===== src/crcpec_pkg.sv =====
// ----------------------------------------------------------------------------
// crcpec_pkg
// shared types and constants of the programmable crc encode/check core
// ----------------------------------------------------------------------------
package crcpec_pkg;

    // configuration port
    localparam int CFG_IDX_W  = 2;
    localparam int CFG_DATA_W = 33;
    localparam int GEN_POLY_W = 33;
    localparam int GEN_LEN_W  = 6;

    // register indexes
    localparam logic [CFG_IDX_W-1:0] CFG_GEN_POLY = 2'd0;
    localparam logic [CFG_IDX_W-1:0] CFG_GEN_LEN  = 2'd1;
    localparam logic [CFG_IDX_W-1:0] CFG_MODE     = 2'd2;

    // register reset values
    localparam logic [GEN_POLY_W-1:0] GEN_POLY_RST = 33'd3;
    localparam logic [GEN_LEN_W-1:0]  GEN_LEN_RST  = 6'd2;

    // mode codes
    localparam logic MODE_ENCODE = 1'b0;
    localparam logic MODE_CHECK  = 1'b1;

    // stream data widths
    localparam int TDATA_W = 8;

    // remainder bit operation
    typedef logic [1:0] t_r_op;
    localparam t_r_op R_HOLD  = 2'd0;
    localparam t_r_op R_SHIFT = 2'd1;
    localparam t_r_op R_CLEAR = 2'd2;

    // augmented remainder bit operation
    typedef logic [2:0] t_a_op;
    localparam t_a_op A_HOLD  = 3'd0;
    localparam t_a_op A_SHIFT = 3'd1;
    localparam t_a_op A_LOAD  = 3'd2;
    localparam t_a_op A_EMIT  = 3'd3;
    localparam t_a_op A_CLEAR = 3'd4;

    // control broadcast to every cell of the row
    typedef struct packed {
        t_r_op r_op;
        t_a_op a_op;
        logic  din;
        logic  fb_r;
        logic  fb_a;
    } t_cell_ctrl;

endpackage


===== src/crcpec_cell.sv =====
// ----------------------------------------------------------------------------
// crcpec_cell
// one bit of the division row: plain remainder bit and augmented remainder bit
// ----------------------------------------------------------------------------
module crcpec_cell (
    input  logic                  i_clk,
    input  logic                  i_rst_n,
    input  crcpec_pkg::t_cell_ctrl i_ctrl,
    input  logic                  i_en,
    input  logic                  i_g,
    input  logic                  i_r_prev,
    input  logic                  i_a_prev,
    output logic                  o_r,
    output logic                  o_a,
    output logic                  o_r_shift
);

    logic r_r;
    logic r_a;
    logic n_r;
    logic n_a;

    // shifted remainder bit, masked to the active degree
    assign o_r_shift = i_en & (i_r_prev ^ (i_ctrl.fb_r & i_g));

    // next state of both bits
    always_comb begin
        case (i_ctrl.r_op)
            crcpec_pkg::R_HOLD:  n_r = r_r;
            crcpec_pkg::R_SHIFT: n_r = o_r_shift;
            crcpec_pkg::R_CLEAR: n_r = 1'b0;
            default:             n_r = r_r;
        endcase
        case (i_ctrl.a_op)
            crcpec_pkg::A_HOLD:  n_a = r_a;
            crcpec_pkg::A_SHIFT: n_a = i_en & (i_a_prev ^ (i_ctrl.fb_a & i_g));
            crcpec_pkg::A_LOAD:  n_a = i_en & r_r;
            crcpec_pkg::A_EMIT:  n_a = i_en & i_a_prev;
            crcpec_pkg::A_CLEAR: n_a = 1'b0;
            default:             n_a = r_a;
        endcase
    end

    always_ff @(posedge i_clk) begin
        if (!i_rst_n) begin
            r_r <= 1'b0;
            r_a <= 1'b0;
        end else begin
            r_r <= n_r;
            r_a <= n_a;
        end
    end

    assign o_r = r_r;
    assign o_a = r_a;

endmodule


===== src/crcpec_cfg.sv =====
// ----------------------------------------------------------------------------
// crcpec_cfg
// configuration registers and derived generator information
// ----------------------------------------------------------------------------
module crcpec_cfg #(
    parameter int MAX_GEN_BITS = 33,
    parameter int N  = MAX_GEN_BITS - 1,
    parameter int GW = $clog2(MAX_GEN_BITS),
    parameter int IW = (N > 1) ? $clog2(N) : 1
) (
    input  logic                              i_clk,
    input  logic                              i_rst_n,
    input  logic                              i_cfg_valid,
    input  logic [crcpec_pkg::CFG_IDX_W-1:0]  i_cfg_index,
    input  logic [crcpec_pkg::CFG_DATA_W-1:0] i_cfg_data,
    output logic [GW-1:0]                     o_d,
    output logic [IW-1:0]                     o_dm1,
    output logic [N-1:0]                      o_g,
    output logic [N-1:0]                      o_en,
    output logic                              o_gen_ok,
    output logic                              o_mode
);

    localparam int LW = $clog2(MAX_GEN_BITS + 1);

    logic [crcpec_pkg::GEN_POLY_W-1:0] r_gen_poly;
    logic [crcpec_pkg::GEN_LEN_W-1:0]  r_gen_len;
    logic                              r_mode;

    logic [LW-1:0]           w_len;
    logic [MAX_GEN_BITS-1:0] w_gext;
    logic [MAX_GEN_BITS-1:0] w_lmask;

    // register writes, unknown indexes are dropped
    always_ff @(posedge i_clk) begin
        if (!i_rst_n) begin
            r_gen_poly <= crcpec_pkg::GEN_POLY_RST;
            r_gen_len  <= crcpec_pkg::GEN_LEN_RST;
            r_mode     <= crcpec_pkg::MODE_ENCODE;
        end else if (i_cfg_valid) begin
            case (i_cfg_index)
                crcpec_pkg::CFG_GEN_POLY: r_gen_poly <= i_cfg_data;
                crcpec_pkg::CFG_GEN_LEN:  r_gen_len  <= i_cfg_data[crcpec_pkg::GEN_LEN_W-1:0];
                crcpec_pkg::CFG_MODE:     r_mode     <= i_cfg_data[0];
                default: ;
            endcase
        end
    end

    // clamp the generator length to the supported range
    always_comb begin
        if (int'(r_gen_len) < 2) begin
            w_len = LW'(2);
        end else if (int'(r_gen_len) > MAX_GEN_BITS) begin
            w_len = LW'(MAX_GEN_BITS);
        end else begin
            w_len = LW'(r_gen_len);
        end
    end

    assign w_gext = MAX_GEN_BITS'(r_gen_poly);
    assign o_d    = GW'(w_len - LW'(1));
    assign o_dm1  = IW'(w_len - LW'(2));
    assign o_g    = w_gext[N-1:0];
    assign o_mode = r_mode;

    // per-bit masks for the generator length and the degree
    always_comb begin
        for (int i = 0; i < MAX_GEN_BITS; i++) begin
            w_lmask[i] = (i < int'(w_len));
        end
        for (int i = 0; i < N; i++) begin
            o_en[i] = (i < int'(o_d));
        end
    end

    // both end coefficients set and even weight
    assign o_gen_ok = w_gext[0] & w_gext[o_d] & ~(^(w_gext & w_lmask));

endmodule


===== src/crc_programmable_encode_check_core.sv =====
// ----------------------------------------------------------------------------
// crc_programmable_encode_check_core
// serial crc encoder and checker with a programmable generator
// ----------------------------------------------------------------------------
// usage
//   s_axis carries one message bit per beat (tdata[0]), tlast marks the final
//   bit. m_axis returns results: tdata = {gen_ok, check_ok, out_bit} from bit 0,
//   tlast marks the final result of a message. the cfg channel writes
//   gen_poly (0), gen_len (1) and mode (2); it is always ready and must only be
//   used while no beat is in flight.
// order and throughput
//   a result appears in the output register the cycle after its input beat;
//   in check mode only the final bit gives one. one bit per cycle is taken
//   while the output register is free or drained. in encode mode the final
//   bit is followed by d remainder beats (d = degree), one per cycle while the
//   output register is free or drained, with the input held off meanwhile.
//   after a configuration write mid-message, the cell row first runs d zero shifts and one load step.
// reset and stall
//   reset clears the remainder row and restores gen_poly 3, gen_len 2, encode.
//   when m_axis_tready is low the output register holds its beat and
//   s_axis_tready drops until that beat is taken.
// ----------------------------------------------------------------------------
module crc_programmable_encode_check_core #(
    parameter int MAX_GEN_BITS = 33
) (
    input  logic                              i_clk,
    input  logic                              i_rst_n,
    // input bits
    input  logic                              s_axis_tvalid,
    output logic                              s_axis_tready,
    input  logic [crcpec_pkg::TDATA_W-1:0]    s_axis_tdata,   // [0] msg_bit
    input  logic                              s_axis_tlast,   // last_bit
    // results
    output logic                              m_axis_tvalid,
    input  logic                              m_axis_tready,
    output logic [crcpec_pkg::TDATA_W-1:0]    m_axis_tdata,   // [0] out_bit, [1] check_ok, [2] gen_ok
    output logic                              m_axis_tlast,   // end_of_run
    // configuration writes
    input  logic                              i_cfg_valid,
    output logic                              o_cfg_ready,
    input  logic [crcpec_pkg::CFG_IDX_W-1:0]  i_cfg_index,
    input  logic [crcpec_pkg::CFG_DATA_W-1:0] i_cfg_data
);

    localparam int N  = MAX_GEN_BITS - 1;
    localparam int GW = $clog2(MAX_GEN_BITS);
    localparam int IW = (N > 1) ? $clog2(N) : 1;

    // sequencer states
    localparam logic [1:0] ST_RUN  = 2'd0;
    localparam logic [1:0] ST_ZERO = 2'd1;
    localparam logic [1:0] ST_LOAD = 2'd2;
    localparam logic [1:0] ST_EMIT = 2'd3;

    logic [GW-1:0] w_d;
    logic [IW-1:0] w_dm1;
    logic [N-1:0]  w_g;
    logic [N-1:0]  w_en;
    logic          w_gok;
    logic          w_mode;

    logic [N-1:0]  w_r;
    logic [N-1:0]  w_a;
    logic [N-1:0]  w_rs;

    crcpec_pkg::t_cell_ctrl w_ctrl;
    crcpec_pkg::t_r_op      w_rop;
    crcpec_pkg::t_a_op      w_aop;
    logic                   w_din;

    logic [1:0]    r_state, n_state;
    logic [GW-1:0] r_cnt, n_cnt;
    logic          r_in_msg, n_in_msg;
    logic          r_stale, n_stale;
    logic          r_ov, n_ov;
    logic          r_obit, n_obit;
    logic          r_ochk, n_ochk;
    logic          r_ogok, n_ogok;
    logic          r_olast, n_olast;

    logic          w_slot;
    logic          w_acc;
    logic          w_bit;

    // configuration registers
    crcpec_cfg #(
        .MAX_GEN_BITS (MAX_GEN_BITS),
        .N            (N),
        .GW           (GW),
        .IW           (IW)
    ) u_cfg (
        .i_clk       (i_clk),
        .i_rst_n     (i_rst_n),
        .i_cfg_valid (i_cfg_valid),
        .i_cfg_index (i_cfg_index),
        .i_cfg_data  (i_cfg_data),
        .o_d         (w_d),
        .o_dm1       (w_dm1),
        .o_g         (w_g),
        .o_en        (w_en),
        .o_gen_ok    (w_gok),
        .o_mode      (w_mode)
    );

    assign o_cfg_ready = 1'b1;

    // row of division cells, bit 0 takes the incoming bit
    assign w_ctrl = '{r_op: w_rop, a_op: w_aop, din: w_din,
                      fb_r: w_r[w_dm1], fb_a: w_a[w_dm1] ^ w_din};

    for (genvar i = 0; i < N; i++) begin : g_cell
        logic w_rp;
        logic w_ap;
        if (i == 0) begin : g_first
            assign w_rp = w_din;
            assign w_ap = 1'b0;
        end else begin : g_next
            assign w_rp = w_r[i-1];
            assign w_ap = w_a[i-1];
        end
        crcpec_cell u_cell (
            .i_clk     (i_clk),
            .i_rst_n   (i_rst_n),
            .i_ctrl    (w_ctrl),
            .i_en      (w_en[i]),
            .i_g       (w_g[i]),
            .i_r_prev  (w_rp),
            .i_a_prev  (w_ap),
            .o_r       (w_r[i]),
            .o_a       (w_a[i]),
            .o_r_shift (w_rs[i])
        );
    end

    // handshake
    assign w_slot        = !r_ov || m_axis_tready;
    assign s_axis_tready = (r_state == ST_RUN) && w_slot;
    assign w_acc         = s_axis_tvalid && s_axis_tready;
    assign w_bit         = s_axis_tdata[0];

    // sequencer and output register control
    always_comb begin
        n_state  = r_state;
        n_cnt    = r_cnt;
        n_in_msg = r_in_msg;
        n_stale  = r_stale;
        n_ov     = r_ov && !m_axis_tready;
        n_obit   = r_obit;
        n_ochk   = r_ochk;
        n_ogok   = r_ogok;
        n_olast  = r_olast;
        w_rop    = crcpec_pkg::R_HOLD;
        w_aop    = crcpec_pkg::A_HOLD;
        w_din    = 1'b0;

        // configuration written inside a message: augmented row no longer valid
        if (i_cfg_valid && r_in_msg) begin
            n_stale = 1'b1;
        end

        case (r_state)
            ST_RUN: begin
                if (w_acc) begin
                    w_din = w_bit;
                    w_rop = crcpec_pkg::R_SHIFT;
                    w_aop = crcpec_pkg::A_SHIFT;
                    if (w_mode == crcpec_pkg::MODE_ENCODE) begin
                        n_ov    = 1'b1;
                        n_obit  = w_bit;
                        n_ochk  = 1'b0;
                        n_ogok  = w_gok;
                        n_olast = 1'b0;
                    end
                    if (s_axis_tlast) begin
                        n_in_msg = 1'b0;
                        n_stale  = 1'b0;
                        n_cnt    = w_d;
                        if (w_mode == crcpec_pkg::MODE_ENCODE) begin
                            if (r_stale) begin
                                w_aop   = crcpec_pkg::A_HOLD;
                                n_state = ST_ZERO;
                            end else begin
                                w_rop   = crcpec_pkg::R_CLEAR;
                                n_state = ST_EMIT;
                            end
                        end else begin
                            n_ov    = 1'b1;
                            n_obit  = 1'b0;
                            n_ochk  = ~(|w_rs);
                            n_ogok  = w_gok;
                            n_olast = 1'b1;
                            w_rop   = crcpec_pkg::R_CLEAR;
                            w_aop   = crcpec_pkg::A_CLEAR;
                        end
                    end else begin
                        n_in_msg = 1'b1;
                    end
                end
            end
            ST_ZERO: begin
                // augment the plain remainder with zero bits
                w_rop = crcpec_pkg::R_SHIFT;
                n_cnt = r_cnt - GW'(1);
                if (r_cnt == GW'(1)) begin
                    n_state = ST_LOAD;
                end
            end
            ST_LOAD: begin
                w_rop   = crcpec_pkg::R_CLEAR;
                w_aop   = crcpec_pkg::A_LOAD;
                n_cnt   = w_d;
                n_state = ST_EMIT;
            end
            ST_EMIT: begin
                // remainder bits out, most significant first
                if (w_slot) begin
                    n_ov    = 1'b1;
                    n_obit  = w_a[w_dm1];
                    n_ochk  = 1'b0;
                    n_ogok  = w_gok;
                    n_olast = (r_cnt == GW'(1));
                    w_aop   = crcpec_pkg::A_EMIT;
                    n_cnt   = r_cnt - GW'(1);
                    if (r_cnt == GW'(1)) begin
                        n_state = ST_RUN;
                    end
                end
            end
            default: begin
                n_state = ST_RUN;
            end
        endcase
    end

    // control registers
    always_ff @(posedge i_clk) begin
        if (!i_rst_n) begin
            r_state  <= ST_RUN;
            r_cnt    <= '0;
            r_in_msg <= 1'b0;
            r_stale  <= 1'b0;
            r_ov     <= 1'b0;
        end else begin
            r_state  <= n_state;
            r_cnt    <= n_cnt;
            r_in_msg <= n_in_msg;
            r_stale  <= n_stale;
            r_ov     <= n_ov;
        end
    end

    // output payload
    always_ff @(posedge i_clk) begin
        r_obit  <= n_obit;
        r_ochk  <= n_ochk;
        r_ogok  <= n_ogok;
        r_olast <= n_olast;
    end

    assign m_axis_tvalid = r_ov;
    assign m_axis_tdata  = {{(crcpec_pkg::TDATA_W-3){1'b0}}, r_ogok, r_ochk, r_obit};
    assign m_axis_tlast  = r_olast;

    // input is held off during the remainder tail
    a_no_accept_in_tail: assert property (@(posedge i_clk) disable iff (!i_rst_n)
        (r_state != ST_RUN) |-> !s_axis_tready)
        else $error("input accepted outside run state");

    // plain remainder is cleared before the tail is shifted out
    a_rem_clear_emit: assert property (@(posedge i_clk) disable iff (!i_rst_n)
        (r_state == ST_EMIT) |-> (w_r == '0))
        else $error("remainder not cleared during emission");

    // tail counter never underflows inside the tail
    a_cnt_nonzero: assert property (@(posedge i_clk) disable iff (!i_rst_n)
        ((r_state == ST_EMIT) || (r_state == ST_ZERO)) |-> (r_cnt != '0))
        else $error("tail counter at zero inside tail");

    // the final remainder beat closes the tail
    a_emit_done: assert property (@(posedge i_clk) disable iff (!i_rst_n)
        ((r_state == ST_EMIT) && w_slot && (r_cnt == GW'(1))) |=>
            ((r_state == ST_RUN) && r_ov && r_olast))
        else $error("tail did not end with a last beat");

    // stale flag only lives inside a message
    a_stale_in_msg: assert property (@(posedge i_clk) disable iff (!i_rst_n)
        r_stale |-> r_in_msg)
        else $error("stale flag outside a message");

endmodule

===== config.mk =====
export PLATFORM = sky130hd
export DESIGN_NAME = crc_programmable_encode_check_core
export DESIGN_NICKNAME = d
export VERILOG_FILES = /design/src/crcpec_pkg.sv /design/src/crcpec_cell.sv /design/src/crcpec_cfg.sv /design/src/crc_programmable_encode_check_core.sv
export SDC_FILE = /design/constraint.sdc
export NUM_CORES = 1
export LEC_CHECK = 0
export BUFFER_PORTS_ARGS = -buffer_cell sky130_fd_sc_hd__buf_4
export CORE_MARGIN = 2
export CORE_UTILIZATION = 55
export DETAILED_ROUTE_END_ITERATION = 10
export GPL_TIMING_DRIVEN = 0
export PLACE_DENSITY = 0.76
export SETUP_SLACK_MARGIN = 0.3
export SLEW_MARGIN = 20
export SYNTH_ARGS = -nofsm -noshare
export SYNTH_HDL_FRONTEND = slang
export SYNTH_SLANG_ARGS = --single-unit

===== constraint.sdc =====
create_clock -name i_clk -period 4.5 [get_ports i_clk]
set_clock_uncertainty 0.05 [all_clocks]
set_input_delay 0.9 -clock i_clk [delete_from_list [all_inputs] [get_ports i_clk]]
set_output_delay 0.9 -clock i_clk [all_outputs]
set_load 0.05 [all_outputs]

==> impl_metrics.yaml <==
outcome:
  run_status: "complete, but fails checks"
  violations: "setup timing"
worst_setup_path:
  cpLargestDelayFamily: "simple AND/OR/NAND/NOR gates"
  worst_path_largest_cell_delay_ps: 540
  crit_top_cell: "buf_8"
  crit_required_ps: 4700
  start_kind: "register"
  cp_max_fo: 6
  slowest_stage: "or4_4"
  path_cells: "buf_6 -> or4_4 -> buf_8 -> nand2_8 -> inv_8 -> buf_12 -> ha_4 -> buf_8 -> nand2b_4 -> mux2_4 -> buf_6 -> a311oi_2 -> o211ai_1 -> and2_4 -> buf_8 -> buf_8 -> and3_4 -> xnor2_2 -> o22ai_1 -> or4_4 -> o31ai_4"
  crit_arrival_ps: 4790
  setup.worst_path.class: "reg2reg"
  critPathBufInv: 8
  end_kind: "register"
placed_design:
  numPortBuffers: 46
  hpwl_um: 31960
  routabilityCongestion: 1.121
sta:
  setup_violations: 1
  tightest_slew_ps: 830.7
  min_period_over_period_pct: 101.9
  setup_ws_ps: -83.64
  hold_viol: 0
  finalCriticalPeriod_ps: 4584
  fmax_ghz: 0.2182
  slew_headroom_pct: 44.42
  slew_viol_final: 0
  holdWs_ps: 441.0
  rsz0062_at_grt: "true"
global_route:
  grt_antenna_before_repair: 0
  overflow: 0
  grt_pass1_vias: 10170
  grt_pass1_wl_um: 64660
  grt_use_total_pct: 48.80
  grt_max_degree: 17
clock_tree:
  h-tree-depth: 4
  clock-sinks: 119
  cts_tree: "yes"
  cts_buffer_depth: 2
  root_buffer: "clkbuf_16"
  path_clk_slew_ps: 70
  ctsHoldBuffers: 0
  numCtsBuffers: 17
  clkLatencyLatePin_ps: 430
yosys:
  synth_edf_count: 4
  synthCells: 1223
  yosysMostFrequentCell: "nand2_1"
  syn-mean-instance-area_um2: 7.647
  synthTopCellsByArea: "dfxtp_1 25%, nand2_1 7.5%, a21oi_1 3.9%, a21boi_0 3.3%, o21ai_0 3.2%"
  async_flop_share_pct: 0
  netlist_area_mm2: 0.009353
  yosysTopAreaCellShare_pct: 24.62
  ys_seq_area_share_pct: 25.90
  yosysWarnings: 0
  synth_common_cells: "186 x nand2_1, 115 x dfxtp_1, 73 x a21oi_1"
  synth_flop_cell: "dfxtp_1"
  yosys.area.top_type: "dfxtp_1"
  ys_seq_elements: 119
  ys_types: 88
detailed_routing:
  first_pass_iters: 6
  routed_wl_um: 44640
  drc: 0
  routedWlPerCell_um: 28.35
  detailroute.via_count: 11050
  drt_first_iter_violations: 1842
  avgViaCountPerCell: 7.016
  route.antenna.remaining_nets: 0
floorplan:
  initial_utilization_pct: 56.40
  die-area_mm2: 0.01806
  io_pins: 61
  core-area_mm2: 0.01658
  die_h_um: 134.4
  num_rows: 47
  die_w_um: 134.4
power_and_ir_drop:
  p_total_mw: 4.949
  leakage_nw: 4.377
  irDropWorstVdd_v: 0.0003572
  powerDensity_mw_per_mm2: 423.5
final_layout:
  final_core_util_pct: 70.46
  drive_gt1_share_pct: 20.93
  area_growth_pct: 24.94
  fin_nets: 1403
run:
  max-cap-violations: 0
worst_hold_path:
  hp-class: "reg2reg"
==> worst min-delay path, delay by kind of cell, from the launching register on <==
family,cells,cell delay (ps)
and+or+nand+nor,1,50
AOI/OAI and AO/OA,1,60
DFF,1,330
==> flip-flops by register name (all words and copies together) (netlist names), named ones only <==
name	count
u_cfg.r_gen_poly	33
g_cell.u_cell.o_a	32
g_cell.u_cell.o_r	32
r_cnt	6
u_cfg.r_gen_len	6
r_state	2
m_axis_tlast	1
m_axis_tvalid	1
r_in_msg	1
r_ochk	1
r_ogok	1
r_stale	1
u_cfg.o_mode	1
==> where the power goes <==
part | total (mW) | switching, mW | internal (mW)
Clock | 1.36 | 0.593 | 0.769
Combinational | 2.35 | 1.67 | 0.682
Sequential | 1.24 | 0.103 | 1.14
==> routing by layer <==
metal	GRT usage, %	share of wire [%]	vias to the layer above
li1	-	-	4715
met4	30.94	7.6	0
met5	0	0	-
met1	62.83	36	5153
met3	18.03	16	227
met2	68.57	40	955
==> cells by family after synthesis <==
kind of cell | synth area share, %
AND/OR/NAND/NOR | 26.07
AO/OA/AOI/OAI | 28.23
buffers and inverters | 6.823
flip-flops | 25.90
XOR/XNOR | 4.642
multiplexers | 6.247
adder cells (fa/ha/maj) | 2.007
other | 0.08030
==> metrics by stage <==
step                      std cells  area [um2]  setup WS, ps  setup TNS, ps
after detailed placement       1493       10010         -1470          -8155
after global routing           1572       11680        -148.3         -148.3
after global placement         1493       10010         -1459          -7063
after floorplan                1227        9390         330.1              0
after CTS                      1561       11320         45.40              0
final                          1575       11690        -83.64         -83.64
==> worst paths after layout <==
path         cells after the start                from        to  slack, ps
max                             21  u_cfg.r_gen_len[3]    r_ochk        -80
min                              2            r_cnt[1]  r_cnt[1]        440
max reg2reg                     21  u_cfg.r_gen_len[3]    r_ochk        -80
min reg2reg                      2            r_cnt[1]  r_cnt[1]        440
==> cell type report <==
class / instances / area [um2]
clock inverters: 13 / 108.9
repair buffers: 93 / 772.0
plain buffers: 105 / 656.9
multi-input cells: 969 / 6838
inverters: 34 / 137.6
well taps: 220 / 275.3
clock buffers: 19 / 464.2
flip-flops and latches: 119 / 2425
diodes: 3 / 7.507
fillers: 1400 / 4898
==> what timing repair did <==
item | CTS | global route
hold endpoints to repair | 0 | 0
gates cloned | 2 | 2
setup endpoints to repair | 63 | 46
pin swaps | 25 | 16
resized for setup | 95 | 59
setup buffers | 34 | 9
==> cells in the final DEF (no fill, tap or decap), types with 32 or more instances in the layout <==
cell      count
inv_1        32
o21ai_0      58
nor2b_1      41
dfxtp_1     113
nand2_1     182
nor2_1       59
a21boi_0     39
a21oi_1      71
clkbuf_1     53
buf_4        94
nand3_1      47
(Power assumes the default switching activity.)
